===== config.mk =====
export PLATFORM = sky130hd
export DESIGN_NAME = wavetable_sound_channel
export DESIGN_NICKNAME = d
export VERILOG_FILES = /design/src/sv/wsc_pkg.sv /design/src/sv/wavetable_sound_channel.sv /design/src/sv/wsc_wave_ram.sv
export VERILOG_INCLUDE_DIRS = /design/src /design/src/sv
export SDC_FILE = /design/constraint.sdc
export NUM_CORES = 1
export LEC_CHECK = 0
export BUFFER_PORTS_ARGS = -buffer_cell sky130_fd_sc_hd__buf_2
export CAP_MARGIN = 20
export CORE_AREA = 4 4 168 170
export DETAILED_ROUTE_END_ITERATION = 8
export DIE_AREA = 0 0 172 174
export PLACE_DENSITY_LB_ADDON = 0.2
export SETUP_SLACK_MARGIN = 0.4
export SLEW_MARGIN = 20
export SYNTH_ARGS = -nofsm -noshare
export SYNTH_HDL_FRONTEND = slang
export SYNTH_SLANG_ARGS = --single-unit

===== constraint.sdc =====
create_clock -name i_clk -period 8.8 [get_ports i_clk]
set_input_delay 0.88 -clock i_clk [delete_from_list [all_inputs] [get_ports i_clk]]
set_output_delay 0.88 -clock i_clk [all_outputs]
set_load 0.05 [all_outputs]

===== src/sv/assert_macros.svh =====
// ----------------------------------------------------------------------------
// assert_macros.svh
// Shared concurrent assertion macros, clocked on i_clk, disabled in reset.
// ----------------------------------------------------------------------------
`ifndef ASSERT_MACROS_SVH
`define ASSERT_MACROS_SVH

// Same-cycle implication.
`define ASSERT_IMPL(label, ante, cons, msg) \
    label: assert property (@(posedge i_clk) disable iff (!i_rst_n) (ante) |-> (cons)) \
        else $error(msg);

// Next-cycle implication.
`define ASSERT_NEXT(label, ante, cons, msg) \
    label: assert property (@(posedge i_clk) disable iff (!i_rst_n) (ante) |=> (cons)) \
        else $error(msg);

`endif


===== src/sv/wsc_pkg.sv =====
// ----------------------------------------------------------------------------
// wsc_pkg
// Shared types and constants for the wave-table sound channel.
// ----------------------------------------------------------------------------
`default_nettype none

package wsc_pkg;

    typedef enum logic [1:0] {
        REQ_READ  = 2'd0,
        REQ_WRITE = 2'd1,
        REQ_FREQ  = 2'd2,
        REQ_LEN   = 2'd3
    } t_req;

    // Bus map
    localparam logic [15:0] REG_LO = 16'hFF1A;
    localparam logic [15:0] REG_HI = 16'hFF1E;
    localparam logic [15:0] RAM_LO = 16'hFF30;
    localparam logic [15:0] RAM_HI = 16'hFF3F;

    // Register offsets (low address nibble)
    localparam logic [3:0] REG_DAC  = 4'hA;
    localparam logic [3:0] REG_LEN  = 4'hB;
    localparam logic [3:0] REG_VOL  = 4'hC;
    localparam logic [3:0] REG_PLO  = 4'hD;
    localparam logic [3:0] REG_PHI  = 4'hE;

    localparam int RAM_DEPTH = 16;
    localparam int RAM_AW    = 4;

    localparam logic [11:0] PERIOD_SPAN = 12'd2048;
    localparam logic [8:0]  LENGTH_FULL = 9'd256;

    // Wave RAM control from the channel logic
    typedef struct packed {
        logic                  we;
        logic [RAM_AW-1:0]     waddr;
        logic [7:0]            wdata;
        logic                  re;
        logic [RAM_AW-1:0]     raddr_bus;
        logic [RAM_AW-1:0]     raddr_smp;
    } t_ram_ctl;

    // Registered read data back to the channel logic
    typedef struct packed {
        logic [7:0] bus;
        logic [7:0] smp;
    } t_ram_rd;

    // Timer reload: (2048 - period) * 2
    function automatic logic [12:0] reload_value(input logic [10:0] period);
        logic [11:0] span;
        span = PERIOD_SPAN - {1'b0, period};
        return {span, 1'b0};
    endfunction

    // Volume code 0 mutes, 1..3 shift right by 0..2
    function automatic logic [3:0] vol_shift(input logic [3:0] nib, input logic [1:0] vol);
        logic [3:0] res;
        case (vol)
            2'd0:    res = 4'd0;
            2'd1:    res = nib;
            2'd2:    res = nib >> 1;
            2'd3:    res = nib >> 2;
            default: res = 4'd0;
        endcase
        return res;
    endfunction

endpackage

`default_nettype wire


===== src/sv/wavetable_sound_channel.sv =====
// ----------------------------------------------------------------------------
// wavetable_sound_channel
// Wave-table sound channel: control registers, wave RAM, period timer,
// sample position and length counter behind one valid/stall item stream.
// ----------------------------------------------------------------------------
// Each input item is a bus read, a bus write, a frequency tick or a length
// tick, and produces exactly one result item (read byte, output level,
// length-running flag). Throughput is one item per clock unless the output side
// stalls. An item sits in the input register while the wave RAM is read (both
// read ports are registered and addressed from the state as it stands after the
// item ahead, with write forwarding), then all state updates and the result are
// computed in one pass into the output register. The output register lets a new
// item be taken while a result waits; stall only rises when both the input and
// output registers are full and the output side is stalling. Wave RAM reads as
// zero until written, tracked with one valid bit per byte, so no clearing pass
// is needed.
// ----------------------------------------------------------------------------
`default_nettype none

`include "assert_macros.svh"

module wavetable_sound_channel (
    input  wire logic        i_clk,
    input  wire logic        i_rst_n,
    // input item channel
    input  wire logic        i_in_valid,
    output logic             o_in_stall,
    input  wire logic [1:0]  i_req_type,
    input  wire logic [15:0] i_bus_address,
    input  wire logic [7:0]  i_write_data,
    // result item channel
    output logic             o_out_valid,
    input  wire logic        i_out_stall,
    output logic [7:0]       o_read_data,
    output logic [3:0]       o_output_level,
    output logic             o_length_running
);

    // ---------------- handshake / pipeline control ----------------
    logic        r_in_valid;
    logic [1:0]  r_req;
    logic [15:0] r_addr;
    logic [7:0]  r_data;

    logic        r_out_valid;
    logic [7:0]  r_out_rd;
    logic [3:0]  r_out_level;
    logic        r_out_run;

    logic out_free;   // output register can take a result this cycle
    logic consume;    // item in input register is executed this cycle
    logic in_acc;     // new item accepted this cycle

    assign out_free   = !r_out_valid || !i_out_stall;
    assign consume    = r_in_valid && out_free;
    assign o_in_stall = r_in_valid && !out_free;
    assign in_acc     = i_in_valid && !o_in_stall;

    // ---------------- channel state ----------------
    logic        r_dac_on,     n_dac_on;
    logic [7:0]  r_len_reload, n_len_reload;
    logic [8:0]  r_len_count,  n_len_count;
    logic [1:0]  r_vol,        n_vol;
    logic [10:0] r_period,     n_period;
    logic        r_len_gate,   n_len_gate;
    logic        r_trig_seen,  n_trig_seen;
    logic        r_chan_on,    n_chan_on;
    logic [12:0] r_timer,      n_timer;
    logic [4:0]  r_pos,        n_pos;
    logic [3:0]  r_level,      n_level;

    logic [7:0]  rd_byte;
    logic        in_reg;
    logic        in_ram;
    logic [4:0]  pos_inc;     // position after an expiry
    logic [4:0]  n_pos_inc;   // position the next item would expire to
    logic [3:0]  nib;
    logic [10:0] trig_period;

    wsc_pkg::t_ram_ctl ram_ctl;
    wsc_pkg::t_ram_rd  ram_rd;

    assign in_reg  = (r_addr >= wsc_pkg::REG_LO) && (r_addr <= wsc_pkg::REG_HI);
    assign in_ram  = (r_addr >= wsc_pkg::RAM_LO) && (r_addr <= wsc_pkg::RAM_HI);
    assign pos_inc = r_pos + 5'd1;
    // odd positions take the low nibble
    assign nib     = pos_inc[0] ? ram_rd.smp[3:0] : ram_rd.smp[7:4];
    assign trig_period = {r_data[2:0], r_period[7:0]};

    // ---------------- next state ----------------
    always_comb begin
        n_dac_on     = r_dac_on;
        n_len_reload = r_len_reload;
        n_len_count  = r_len_count;
        n_vol        = r_vol;
        n_period     = r_period;
        n_len_gate   = r_len_gate;
        n_trig_seen  = r_trig_seen;
        n_chan_on    = r_chan_on;
        n_timer      = r_timer;
        n_pos        = r_pos;
        n_level      = r_level;
        rd_byte      = 8'd0;

        if (consume) begin
            case (wsc_pkg::t_req'(r_req))
                wsc_pkg::REQ_READ: begin
                    if (in_reg) begin
                        case (r_addr[3:0])
                            wsc_pkg::REG_DAC: rd_byte = {r_dac_on, 7'd0};
                            wsc_pkg::REG_LEN: rd_byte = r_len_reload;
                            wsc_pkg::REG_VOL: rd_byte = {1'b0, r_vol, 5'd0};
                            wsc_pkg::REG_PLO: rd_byte = r_period[7:0];
                            default:          rd_byte = {r_trig_seen, r_len_gate, 3'd0,
                                                         r_period[10:8]};
                        endcase
                    end else if (in_ram) begin
                        rd_byte = ram_rd.bus;
                    end
                end
                wsc_pkg::REQ_WRITE: begin
                    if (in_reg) begin
                        case (r_addr[3:0])
                            wsc_pkg::REG_DAC: n_dac_on = r_data[7];
                            wsc_pkg::REG_LEN: begin
                                n_len_reload = r_data;
                                n_len_count  = wsc_pkg::LENGTH_FULL - {1'b0, r_data};
                            end
                            wsc_pkg::REG_VOL: n_vol = r_data[6:5];
                            wsc_pkg::REG_PLO: n_period = {r_period[10:8], r_data};
                            default: begin
                                n_period    = trig_period;
                                n_len_gate  = r_data[6];
                                n_trig_seen = r_data[7];
                                if (r_data[7]) begin
                                    // trigger
                                    n_chan_on = 1'b1;
                                    if (r_len_count == 9'd0) begin
                                        n_len_count = wsc_pkg::LENGTH_FULL;
                                    end
                                    n_timer = wsc_pkg::reload_value(trig_period);
                                    n_pos   = 5'd0;
                                end
                            end
                        endcase
                    end
                end
                wsc_pkg::REQ_FREQ: begin
                    if (r_timer > 13'd1) begin
                        n_timer = r_timer - 13'd1;
                    end else begin
                        n_timer = wsc_pkg::reload_value(r_period);
                        n_pos   = pos_inc;
                        if (r_chan_on && r_dac_on) begin
                            n_level = wsc_pkg::vol_shift(nib, r_vol);
                        end else begin
                            n_level = 4'd0;
                        end
                    end
                end
                default: begin
                    if ((r_len_count != 9'd0) && r_len_gate) begin
                        n_len_count = r_len_count - 9'd1;
                        if (r_len_count == 9'd1) begin
                            n_chan_on = 1'b0;
                        end
                    end
                end
            endcase
        end
    end

    // ---------------- wave RAM ----------------
    // Reads for an item are issued as it enters the input register, addressed
    // from the state after this edge; the RAM forwards a same-edge write.
    assign n_pos_inc = n_pos + 5'd1;

    always_comb begin
        ram_ctl.we        = consume && (r_req == wsc_pkg::REQ_WRITE) && in_ram;
        ram_ctl.waddr     = r_addr[wsc_pkg::RAM_AW-1:0];
        ram_ctl.wdata     = r_data;
        ram_ctl.re        = in_acc;
        ram_ctl.raddr_bus = i_bus_address[wsc_pkg::RAM_AW-1:0];
        ram_ctl.raddr_smp = n_pos_inc[4:1];
    end

    wsc_wave_ram u_wave_ram (
        .i_clk   (i_clk),
        .i_rst_n (i_rst_n),
        .i_ctl   (ram_ctl),
        .o_rd    (ram_rd)
    );

    // ---------------- registers ----------------
    always_ff @(posedge i_clk) begin
        if (!i_rst_n) begin
            r_in_valid   <= 1'b0;
            r_out_valid  <= 1'b0;
            r_dac_on     <= 1'b0;
            r_len_reload <= 8'd0;
            r_len_count  <= 9'd0;
            r_vol        <= 2'd0;
            r_period     <= 11'd0;
            r_len_gate   <= 1'b0;
            r_trig_seen  <= 1'b0;
            r_chan_on    <= 1'b0;
            r_timer      <= 13'd0;
            r_pos        <= 5'd0;
            r_level      <= 4'd0;
        end else begin
            if (in_acc) begin
                r_in_valid <= 1'b1;
            end else if (consume) begin
                r_in_valid <= 1'b0;
            end
            if (consume) begin
                r_out_valid <= 1'b1;
            end else if (!i_out_stall) begin
                r_out_valid <= 1'b0;
            end
            r_dac_on     <= n_dac_on;
            r_len_reload <= n_len_reload;
            r_len_count  <= n_len_count;
            r_vol        <= n_vol;
            r_period     <= n_period;
            r_len_gate   <= n_len_gate;
            r_trig_seen  <= n_trig_seen;
            r_chan_on    <= n_chan_on;
            r_timer      <= n_timer;
            r_pos        <= n_pos;
            r_level      <= n_level;
        end
    end

    // payload registers
    always_ff @(posedge i_clk) begin
        if (in_acc) begin
            r_req  <= i_req_type;
            r_addr <= i_bus_address;
            r_data <= i_write_data;
        end
        if (consume) begin
            r_out_rd    <= rd_byte;
            r_out_level <= n_level;
            r_out_run   <= (n_len_count != 9'd0);
        end
    end

    assign o_out_valid      = r_out_valid;
    assign o_read_data      = r_out_rd;
    assign o_output_level   = r_out_level;
    assign o_length_running = r_out_run;

    // ---------------- assertions ----------------
    `ASSERT_IMPL(a_len_zero_off, r_len_count == 9'd0, !r_chan_on, "channel on with length zero")
    `ASSERT_IMPL(a_timer_range, 1'b1, r_timer <= 13'd4096, "period timer out of range")
    `ASSERT_NEXT(a_consume_out, consume, r_out_valid, "executed item left no result")
    `ASSERT_IMPL(a_stall_full, o_in_stall, r_in_valid && r_out_valid, "stall with free register")

endmodule

`default_nettype wire


===== src/sv/wsc_wave_ram.sv =====
// ----------------------------------------------------------------------------
// wsc_wave_ram
// 16x8 wave RAM, one write port, two registered read ports with
// same-cycle write forwarding. Entries read as zero until first written.
// ----------------------------------------------------------------------------
`default_nettype none

module wsc_wave_ram (
    input  wire logic              i_clk,
    input  wire logic              i_rst_n,
    input  wire wsc_pkg::t_ram_ctl i_ctl,
    output wsc_pkg::t_ram_rd       o_rd
);

    logic [7:0]                   r_mem [wsc_pkg::RAM_DEPTH];
    logic [wsc_pkg::RAM_DEPTH-1:0] r_vld;
    logic [7:0]                   r_rd_bus;
    logic [7:0]                   r_rd_smp;

    always_ff @(posedge i_clk) begin
        if (!i_rst_n) begin
            r_vld <= '0;
        end else if (i_ctl.we) begin
            r_vld[i_ctl.waddr] <= 1'b1;
        end
    end

    always_ff @(posedge i_clk) begin
        if (i_ctl.we) begin
            r_mem[i_ctl.waddr] <= i_ctl.wdata;
        end
        if (i_ctl.re) begin
            if (i_ctl.we && (i_ctl.waddr == i_ctl.raddr_bus)) begin
                r_rd_bus <= i_ctl.wdata;
            end else if (r_vld[i_ctl.raddr_bus]) begin
                r_rd_bus <= r_mem[i_ctl.raddr_bus];
            end else begin
                r_rd_bus <= 8'd0;
            end
            if (i_ctl.we && (i_ctl.waddr == i_ctl.raddr_smp)) begin
                r_rd_smp <= i_ctl.wdata;
            end else if (r_vld[i_ctl.raddr_smp]) begin
                r_rd_smp <= r_mem[i_ctl.raddr_smp];
            end else begin
                r_rd_smp <= 8'd0;
            end
        end
    end

    assign o_rd.bus = r_rd_bus;
    assign o_rd.smp = r_rd_smp;

endmodule

`default_nettype wire

==> results.md, run 1 <==
* Mux cell area share after synthesis at 0.163
* I/O pins at 45
* Max Cap Viol at 0
* CP max FO at 26
* Post-layout nets at 1142
* Die height at 174 um
* Antenna violations before repair at 0
* Largest net degree at the start of global routing at 75
* DIE AREA at 29900 sq um
* Area of the core at 26700 sq um
* HP Class: flop to flop
* Area after DPL at 13900 sq um
* CTS tree: yes
* Final weighted congestion in routability-driven placement at 0.891
* Post-synth EDFFs at 183
* Clock Pin Slew Worst Setup and Hold Paths at 0.06 ns
* Post-DRT Antenna Nets at 0
* Worst Tran Pin Value at 1.13 ns
* Post-DP HPWL at 23000 um
* PD cells at 180 nW/um^2
* CTS Hold Bufs at 0
* Gate power share at 0.062
* Antenna Cells at 0
* First-pass detailed-route iteration total at 6
* Adder-cell area share of the yosys netlist at 0.0114
* Row count at 60
* Clk buf depth at 3
* Syn Inst Count at 1051
* CTS Sinks at 257
* Synth Area in Compound Gates at 0.108
* Worst skew pair latency at 0.56 ns
* Routed length per placed instance at 23.9 um
* Post-synthesis xor/xnor area fraction at 0.0209
* Fin util at 0.555
* Mean Syn Cell Area at 12.6 sq um
* Max Freq at 188 MHz
* Final instance area at 14800 sq um
* Outcome: finished clean
* Final Cycle Share at 0.603
* Netlist cell types at 81
* #FFs+latches synth at 257
* Max VDD drop at 0.000166 V
* Synth Area in Simple Gates at 0.145
* Final Max Tran Viols at 0
* Post-synth top flop: edfxtp_1
* Vias per cell at 6.35
* Postcts setup bufs at 0
* Slew margin rel. at 0.246
* Post_cts resized at 0
* CTS root buf: clkbuf_16
* YS warnings at 0
* Routed WL at 34900 um
* Count of input and output buffers at 44
* CP Launch Type: input pin
* Pleak at 5.04 nW
* CP Data Required Time at 9.23 ns
* Crit end category: flop
* Starting Density at 0.494
* Cell internal pwr at 2.08 mW
* Synthesized cell area at 13200 sq um
* Minimum hold slack at 0.467 ns
* Die Wd at 172 um
* Via count of the first global-routing pass at 9168
* Worst Slack Setup Final at 3.49 ns
* Asr flop ratio synth at 0
* Worst Skew at 0.0289 ns
* Power Total at 2.67 mW
* Reg power frac at 0.495
* WP data arrival at 5.74 ns
* Drt first-iter violations at 795
* DRC at 0
* Setup TNS at 0 ns
* Placement Setup Slack at 2.96 ns
* Routed vias at 9283
* Hold Vio Cnt, Final at 0
* H-tree lvl count at 1
* Sw frac at 0.222
* Switching Power at 0.592 mW
* Clock power share at 0.442
* Layout overhead on the synthesized area at 12.4%
* Final Critical Period at 5.31 ns
* GRT Total Usage at 0.233
* Endpoints failing setup at 0
* Wire length of the first global-routing pass at 54100 um
* Remaining global-route overflow at 0
* Syn nets at 1093
* Share of cells above drive strength 1 at 0.212
* Sequential cell area fraction in the yosys report at 0.529
* Placed Cells at 1411
* Path type of the worst setup path: input pin to flop
* Finished Layout Cells at 1462
* Largest family of logic cells by synthesized area: multiplexers
* Num CTS Buffers at 28
* RSZ-0062 raised after global routing: no
worst paths after layout:
path / from / end / slack [ns] / cells past startpoint
worst min-delay path: r_len_reload[6] / r_len_reload[6] / 0.47 / 2
worst max-delay path: i_out_stall / u_wave_ram.r_rd_smp[1] / 3.49 / 15
worst min register to register: r_len_reload[6] / r_len_reload[6] / 0.47 / 2
worst max register to register: r_in_valid / u_wave_ram.r_rd_smp[1] / 3.57 / 14
final cells by class:
class	count	area [sq um]
fill	2212	11900
tap	341	427
clock buffer	40	776
sequential	257	6980
timing repair buffer	75	453
inverter	20	75.1
multi-input combinational	718	5960
clock inverter	11	164
synth_stat cells, types with 24 or more instances:
library cell / n / area (sq um)
o21ai_0: 34 / 170
nor3_1: 37 / 185
mux4_2: 81 / 1820
a21boi_0: 30 / 225
nor2b_1: 25 / 156
edfxtp_1: 183 / 5500
clkbuf_1: 44 / 165
nand3_1: 24 / 120
nor2_1: 49 / 184
dfxtp_1: 74 / 1480
a21oi_1: 27 / 135
nand2_1: 124 / 465
routing by layer:
metal | vias up | global-route usage | share of wire
li1 | 4199 | - | -
met1 | 4649 | 0.324 | 0.41
met2 | 353 | 0.384 | 0.49
met3 | 82 | 0.0277 | 0.057
met4 | 0 | 0.0753 | 0.036
met5 | - | 0 | 0
logic make-up (layout without fill, tap and decap cells):
kind of cell    after synthesis  after routing
simple gates                363            363
flops                       257            257
compound gates              202            202
mux                         112            112
buf+inv                      76            146
xor+xnor                     29             29
fa+ha+maj                    12             12
registers in the layout (all words and copies together) (netlist names), 9 cells and up:
name	cells
r_addr	16
u_wave_ram.r_vld	16
r_len_count	9
u_wave_ram.r_mem	128
r_timer	13
r_period	11
cell usage in the layout, fill, tap and decap left out, drive strengths merged, types with 24 or more instances in the layout:
cell type,synthesis,routed
edfxtp,183,183
nand2,124,124
mux4,81,81
buf,12,75
dfxtp,74,74
nor2,50,50
clkbuf,44,40
nor3,37,37
o21ai,37,37
a21boi,30,30
a21oi,27,27
nor2b,25,25
nand3,24,24
power by group through the flow:
stage	registers, mW	clock network, mW	logic, mW
floorplan	1.35	0	0.107
CTS	1.32	1.20	0.167
finish	1.32	1.18	0.166
global placement	1.35	0	0.164
detailed placement	1.35	0	0.166
global route	1.32	1.26	0.179
worst max-delay path: stages:
cell,delay [ns]
buf_2,0.11
a21bo_1,0.38
inv_2,0.44
nand4_1,0.28
o22a_1,0.24
o21ai_0,0.23
nand2_1,0.12
ha_2,0.82
inv_1,0.27
a21oi_1,0.35
a221oi_1,0.15
and3_1,0.22
nor4_2,0.83
and3_1,0.28
a211o_1,0.12
Power figures use the tool's default switching activity.
==> inputs of run 2 (changes only) <==
ABC_AREA = 1   (was default)
CORE_AREA = 4 4 171 173   (was 4 4 168 170)
DIE_AREA = 0 0 175 177   (was 0 0 172 174)
clock period = 5.4 ns   (was 8.8 ns; I/O delays follow)
==> results.md, run 2 <==
* Outcome: finished clean (unchanged)
* Max VDD drop at 0.000274 V (was 0.000166 V)
* HP Class: input pin to flop (was flop to flop)
* CTS Hold Bufs at 0 (unchanged)
* Post-synthesis xor/xnor area fraction at 0.0160 (was 0.0209)
* Endpoints failing setup at 0 (unchanged)
* Clk buf depth at 3 (unchanged)
* Most frequent cells in the layout: nand2_1 (340), o21ai_0 (208), edfxtp_1 (183), inv_1 (169), nand3_1 (140) (was edfxtp_1 (183), nand2_1 (124), mux4_2 (81), dfxtp_1 (74), nor2_1 (49))
* Via count of the first global-routing pass at 10700 (was 9168)
* Finished Layout Cells at 2046 (was 1462)
* Post-layout nets at 1688 (was 1142)
* CP max FO at 27 (was 26)
* CP Launch Type: flop (was input pin)
* Fin util at 0.549 (was 0.555)
* Syn nets at 1676 (was 1093)
* Critical path's slowest cell: edfxtp_1 (was nor4_2)
* Hold Vio Cnt, Final at 0 (unchanged)
* Worst Skew at 0.0100 ns (was 0.0289 ns)
* RSZ-0062 raised after global routing: no (unchanged)
* Post-DRT Antenna Nets at 0 (unchanged)
* Most common cell after layout, fill and taps aside: nand2_1 (was edfxtp_1)
* Die Wd at 175 um (was 172 um)
* Synth Area in Compound Gates at 0.171 (was 0.108)
* Layout overhead on the synthesized area at 10.4% (was 12.4%)
* Vias per cell at 5.68 (was 6.35)
* Placement Setup Slack at 1.61 ns (was 2.96 ns)
* Routed length per placed instance at 19.3 um (was 23.9 um)
* Adder-cell area share of the yosys netlist at 0.0109 (was 0.0114)
* Asr flop ratio synth at 0 (unchanged)
* Clock power share at 0.428 (was 0.442)
* Remaining global-route overflow at 0 (unchanged)
* DRC at 0 (unchanged)
* DIE AREA at 31000 sq um (was 29900 sq um)
* Power Total at 4.51 mW (was 2.67 mW)
* Reg area at 6980 sq um (unchanged)
* Area of the multi-input gates at 5710 sq um (was 5960 sq um)
* Share of cells above drive strength 1 at 0.101 (was 0.212)
* CP Data Required Time at 5.70 ns (was 9.23 ns)
* Global-route track usage on met1 at 0.385 (was 0.324)
* Syn Inst Count at 1634 (was 1051)
* Synthesized cell area at 13700 sq um (was 13200 sq um)
* Top Registers: u_wave_ram.r_mem (128), r_addr (16), u_wave_ram.r_vld (16) (unchanged)
* Post-DP HPWL at 27100 um (was 23000 um)
* Clock Pin Slew Worst Setup and Hold Paths at 0.06 ns (about the same)
* Area of the core at 27600 sq um (was 26700 sq um)
* Switching Power at 1.09 mW (was 0.592 mW)
* Mux cell area share after synthesis at 0 (was 0.163)
* Max Cap Viol at 0 (unchanged)
* Top-count cell post-synth: nand2_1 (was edfxtp_1)
* CTS Sinks at 257 (unchanged)
* Mean Syn Cell Area at 8.40 sq um (was 12.6 sq um)
* Yosys top cell area share at 0.400 (was 0.416)
* Setup TNS at 0 ns (unchanged)
* Count of input and output buffers at 44 (unchanged)
* PD cells at 298 nW/um^2 (was 180 nW/um^2)
* Final weighted congestion in routability-driven placement at 0.904 (was 0.891)
* Routed vias at 11600 (was 9283)
* Largest net degree at the start of global routing at 70 (was 75)
* Met2 usage in global routing at 0.367 (was 0.384)
* Synth Area in Simple Gates at 0.216 (was 0.145)
* Netlist cell types at 50 (was 81)
* Worst Tran Pin Value at 1.10 ns (was 1.13 ns)
* Wire length of the first global-routing pass at 61400 um (was 54100 um)
* Crit-path cells: inv_2, nand3_2, nand3_1, a21oi_2, nand3_2, nand2_1, nand2_2, ha_4, nand2_2, nand2_1, buf_4, nand2_1, nand3_1, a21oi_4, nand2_4, nand3_1, nand2_1 (was buf_2, a21bo_1, inv_2, nand4_1, o22a_1, o21ai_0, nand2_1, ha_2, inv_1, a21oi_1, a221oi_1, and3_1, nor4_2, and3_1, a211o_1)
* GRT met3 Usage at 0.0489 (was 0.0277)
* #FFs+latches synth at 257 (unchanged)
* Final instance area at 15200 sq um (was 14800 sq um)
* First-pass detailed-route iteration total at 7 (was 6)
* CTS root buf: clkbuf_16 (unchanged)
* GRT busiest layer: met1 (was met2)
* Max reg flops at 128 (unchanged)
* Post-synth top flop: edfxtp_1 (unchanged)
* H-tree lvl count at 1 (unchanged)
* Synth area leader: edfxtp_1 (unchanged)
* Max Freq at 267 MHz
* Worst skew pair latency at 0.54 ns (was 0.56 ns)
* CP bufs+invs at 2 (was 3)
* Starting Density at 0.497 (was 0.494)
* Postcts setup bufs at 0 (unchanged)
* Placed Cells at 1994 (was 1411)
* WP data arrival at 4.04 ns (was 5.74 ns)
* Antenna violations before repair at 0 (unchanged)
* GRT Total Usage at 0.252 (was 0.233)
* Pleak at 5.94 nW (was 5.04 nW)
* Die height at 177 um (was 174 um)
* Crit end category: flop (unchanged)
* Top reg by flops: u_wave_ram.r_mem (unchanged)
* Post-synth EDFFs at 183 (unchanged)
* Worst Slack Setup Final at 1.66 ns (was 3.49 ns)
* Final Max Tran Viols at 0 (unchanged)
* Post_cts resized at 0 (unchanged)
* Sequential cell area fraction in the yosys report at 0.508 (was 0.529)
* Row count at 61 (was 60)
* Reg power frac at 0.481 (was 0.495)
* Cell mode on critical path: nand2_1 (was and3_1)
* Final Cycle Share at 0.693
* Sw frac at 0.242 (was 0.222)
* I/O pins at 45 (unchanged)
* Top cells by area, synth: edfxtp_1 (40%), dfxtp_1 (11%), nand2_1 (9.3%) (was edfxtp_1 (42%), mux4_2 (14%), dfxtp_1 (11%))
* Final Critical Period at 3.74 ns
* CTS tree: yes (unchanged)
* Num CTS Buffers at 28 (unchanged)
* Synth top cells by count: nand2_1 (340), o21ai_0 (208), edfxtp_1 (183) (was edfxtp_1 (183), nand2_1 (124), mux4_2 (81))
* Gate power share at 0.091 (was 0.062)
* Slew margin rel. at 0.263 (was 0.246)
* Cell family with most CP delay: simple AND/OR/NAND/NOR gates (unchanged)
* Path type of the worst setup path: flop to flop (was input pin to flop)
* Fill cells at 2549 (was 2212)
* Largest family of logic cells by synthesized area: simple AND/OR/NAND/NOR gates (was multiplexers)
* CP peak stage delay at 0.66 ns (was 0.83 ns)
* YS warnings at 0 (unchanged)
* Routed WL at 39500 um (was 34900 um)
* Area after DPL at 14200 sq um (was 13900 sq um)
* Cell internal pwr at 3.42 mW (was 2.08 mW)
* Antenna Cells at 0 (unchanged)
* Minimum hold slack at 0.170 ns (was 0.467 ns)
* Drt first-iter violations at 1166 (was 795)
## run 2: cell count changes in the layout (fill, tap and decap cells not counted), moves of 24 or more
cell,before,now
mux4_2,81,0
nand2_1,124,340
o21ai_0,34,208
a21oi_1,27,139
nor2b_1,24,0
nor3_1,36,10
nand3_1,24,140
inv_1,19,169
nor2_1,49,91
a21boi_0,30,1
## run 2: logic make-up (layout without fill, tap and decap cells)
logic type               count (synthesis)  count (layout)
AO/OA/AOI/OAI                          429             429
buffers and inverters                  263             297
adder cells (fa/ha/maj)                 12              12
flip-flops                             257             257
AND/OR/NAND/NOR                        648             648
XOR/XNOR                                25              25
## run 2: layout make-up
type | count | area share
Multi-Input combinational cell | 1114 | 0.376
Sequential cell | 257 | 0.460
Tap cell | 378 | 0.0312
Timing Repair Buffer | 65 | 0.0259
Clock buffer | 36 | 0.0516
Inverter | 180 | 0.0446
Clock inverter | 16 | 0.00999
## run 2: power by group through the flow
stage	clock network (mW)	logic, mW	registers [mW]
3_3_place_gp	0	0.397	2.21
3_5_place_dp	0	0.401	2.21
6_report	1.93	0.410	2.17
4_1_cts	1.97	0.402	2.17
5_1_grt	2.06	0.449	2.17
2_1_floorplan	0	0.256	2.23
## run 2: final timing paths
path	from	slack [ns]	cells after the start	endpoint
setup / recovery	r_addr[2]	1.66	17	u_wave_ram.r_rd_smp[7]
hold / removal	i_req_type[0]	0.17	1	r_req[0]
setup reg to reg	r_addr[2]	1.66	17	u_wave_ram.r_rd_smp[7]
hold reg to reg	r_len_reload[7]	0.45	2	r_len_reload[7]
## run 2: worst register-to-register path, stage by stage (launching register included)
cell,delay [ns]
edfxtp_1,0.66
inv_2,0.12
nand3_2,0.14
nand3_1,0.10
a21oi_2,0.25
nand3_2,0.16
nand2_1,0.12
nand2_2,0.11
ha_4,0.19
nand2_2,0.37
nand2_1,0.15
buf_4,0.27
nand2_1,0.11
nand3_1,0.13
a21oi_4,0.32
nand2_4,0.14
nand3_1,0.11
nand2_1,0.06
## run 2: layer usage
metal	vias up	part of all wire
met1	5408	0.46
li1	5615	-
met5	-	0
met3	56	0.10
met4	0	0.024
met2	539	0.42
==> inputs of run 3 (changes only) <==
ABC_AREA = 0   (was 1)
CORE_AREA = 4 4 168 170   (was 4 4 171 173)
DIE_AREA = 0 0 172 174   (was 0 0 175 177)
clock period = 3.1 ns   (was 5.4 ns; I/O delays follow)
==> results.md, run 3 (same netlist as run 1, synthesis figures left out) <==
* Die Wd at 172 um (was 175 um)
* Crit. Startpoint: r_in_valid (was r_addr[2])
* Max reg flops at 128 (unchanged)
* Most frequent cells in the layout: edfxtp_1 (183), buf_4 (158), nand2_1 (118), mux4_2 (81), dfxtp_1 (69) (was nand2_1 (340), o21ai_0 (208), edfxtp_1 (183), inv_1 (169), nand3_1 (140))
* R2r endpoint: u_wave_ram.r_rd_smp[2] (was u_wave_ram.r_rd_smp[7])
* Max Freq at 272 MHz (was 267 MHz)
* Setup TNS at -4.33 ns (was 0 ns)
* Reg-to-reg startpoint: r_in_valid (was r_addr[2])
* Antenna Cells at 0 (unchanged)
* Path type of the worst setup path: flop to flop (unchanged)
* CP peak stage delay at 0.56 ns (was 0.66 ns)
* Stages on the worst setup path at 11 (was 17)
* First-pass detailed-route iteration total at 5 (was 7)
* Clk buf depth at 3 (unchanged)
* Crit-path cells: a21bo_4, buf_12, or3_1, or4_4, and3_4, or4_4, a2111oi_4, nor4_4, buf_6, and3_1, a211o_1 (was inv_2, nand3_2, nand3_1, a21oi_2, nand3_2, nand2_1, nand2_2, ha_4, nand2_2, nand2_1, buf_4, nand2_1, nand3_1, a21oi_4, nand2_4, nand3_1, nand2_1)
* Most common cell after layout, fill and taps aside: edfxtp_1 (was nand2_1)
* Area of the multi-input gates at 6480 sq um (was 5710 sq um)
* Crit end category: flop (unchanged)
* Endpoints failing setup at 8 (was 0)
* CP Data Required Time at 3.39 ns (was 5.70 ns)
* Final weighted congestion in routability-driven placement at 0.934 (was 0.904)
* Routed vias at 10400 (was 11600)
* Wire length of the first global-routing pass at 60100 um (was 61400 um)
* WP data arrival at 3.97 ns (was 4.04 ns)
* Routed WL at 39800 um (was 39500 um)
* HP Class: input pin to flop (unchanged)
* Largest net degree at the start of global routing at 33 (was 70)
* GRT Total Usage at 0.263 (was 0.252)
* Fill cells at 2004 (was 2549)
* CTS Sinks at 257 (unchanged)
* Max VDD drop at 0.000451 V (was 0.000274 V)
* CP bufs+invs at 2 (unchanged)
* Post-DRT Antenna Nets at 0 (unchanged)
* Top reg by flops: u_wave_ram.r_mem (unchanged)
* Worst skew pair latency at 0.55 ns (was 0.54 ns)
* Worst Slack Setup Final at -0.573 ns (was 1.66 ns)
* RSZ-0062 raised after global routing: yes (was no)
* Failing checks: negative setup slack
* Drt first-iter violations at 1334 (was 1166)
* I/O pins at 45 (unchanged)
* Share of cells above drive strength 1 at 0.356 (was 0.101)
* Post-DP HPWL at 26000 um (was 27100 um)
* DRC at 0 (unchanged)
* Worst Tran Pin Value at 0.804 ns (was 1.10 ns)
* Starting Density at 0.494 (was 0.497)
* Clock Pin Slew Worst Setup and Hold Paths at 0.06 ns (about the same)
* Setup crit end: u_wave_ram.r_rd_smp[2] (was u_wave_ram.r_rd_smp[7])
* Antenna violations before repair at 0 (unchanged)
* CP max FO at 16 (was 27)
* Fin util at 0.635 (was 0.549)
* Finished Layout Cells at 1642 (was 2046)
* Cell family with most CP delay: simple AND/OR/NAND/NOR gates (unchanged)
* R2R Setup Slk at -0.57 ns (was 1.66 ns)
* Reg area at 6990 sq um (was 6980 sq um)
* Slew margin rel. at 0.460 (was 0.263)
* Hold Vio Cnt, Final at 0 (unchanged)
* CTS tree: yes (unchanged)
* DIE AREA at 29900 sq um (was 31000 sq um)
* Remaining global-route overflow at 0 (unchanged)
* H-tree lvl count at 1 (unchanged)
* Placement Setup Slack at -0.807 ns (was 1.61 ns)
* CP Launch Type: flop (unchanged)
* Cell mode on critical path: or4_4 (was nand2_1)
* Post-layout nets at 1321 (was 1688)
* Final Critical Period at 3.67 ns (was 3.74 ns)
* Top Registers: u_wave_ram.r_mem (128), r_addr (16), u_wave_ram.r_vld (16) (unchanged)
* Final Cycle Share at 1.18 (was 0.693)
* Outcome: finished, violations left (was finished clean)
* Worst Skew at 0.0169 ns (was 0.0100 ns)
* Routed length per placed instance at 24.2 um (was 19.3 um)
* Count of input and output buffers at 44 (unchanged)
* Via count of the first global-routing pass at 10100 (was 10700)
* PD cells at 443 nW/um^2 (was 298 nW/um^2)
* CTS root buf: clkbuf_16 (unchanged)
* Vias per cell at 6.32 (was 5.68)
* Pleak at 6.05 nW (was 5.94 nW)
* Worst Reg2Reg Path Length in Cells at 11 (was 17)
* Max Cap Viol at 0 (unchanged)
* Layout overhead on the synthesized area at 28.7% (was 10.4%)
* Area of the core at 26700 sq um (was 27600 sq um)
* Num CTS Buffers at 28 (unchanged)
* Final Max Tran Viols at 0 (unchanged)
* Critical path's slowest cell: or4_4 (was edfxtp_1)
* Row count at 60 (was 61)
* Placed Cells at 1529 (was 1994)
* Die height at 174 um (was 177 um)
run 3: layer usage:
layer,up-vias,global-route usage,wire (um)
met5,-,0,0
met4,0,0.0809,1450
met3,94,0.0475,3760
met2,622,0.410,18500
met1,5090,0.377,16100
li1,4565,-,-
run 3: worst min-delay path by stage:
stage	from	end	cells past startpoint	slack (ns)
finish	i_out_stall	o_out_valid	4	0.14
global route	i_bus_address[2]	r_addr[2]	1	0.13
CTS	i_out_stall	o_out_valid	4	0.11
detailed placement	r_trig_seen	r_trig_seen	2	0.46
global placement	r_len_reload[2]	r_len_reload[2]	2	0.45
floorplan	i_bus_address[0]	r_addr[0]	0	0.41
run 3: stage by stage:
step | cell area [sq um] | total power, mW | hold slack (ns)
2_1_floorplan | 13400 | 4.16 | 0.409
3_3_place_gp | 15000 | 4.36 | 0.448
3_5_place_dp | 15000 | 4.36 | 0.460
4_1_cts | 16500 | 7.51 | 0.110
5_1_grt | 17000 | 7.75 | 0.134
6_report | 17000 | 7.52 | 0.139
run 3: worst min-delay path, cell delays in order:
cell and delay (ns):
buf_2 0.10, buf_4 0.10, a21oi_1 0.05, nor2b_1 0.09
run 3: power by group:
part           switching (mW)  leakage, nW  total [mW]  internal (mW)
logic                   0.372         3.35       0.672          0.300
clock network            1.32        0.407        3.10           1.78
registers              0.0296         2.30        3.74           3.72
total                    1.72         6.05        7.52           5.80
run 3: area by class of cell:
cell class,instances,share of cell area
clock buffer,42,0.0450
sequential,257,0.412
timing repair buffer,254,0.127
inverter,20,0.00486
multi-input combinational,718,0.382
clock inverter,10,0.00516
tap,341,0.0251
run 3: repair_timing:
action | CTS | global route
hold endpoints to repair | 23 | 0
setup endpoints to repair | 11 | 64
pin swaps | 23 | 24
hold buffers | 23 | 0
gates cloned | 2 | 3
gates resized for setup | 56 | 57
buffers inserted | 20 | 13
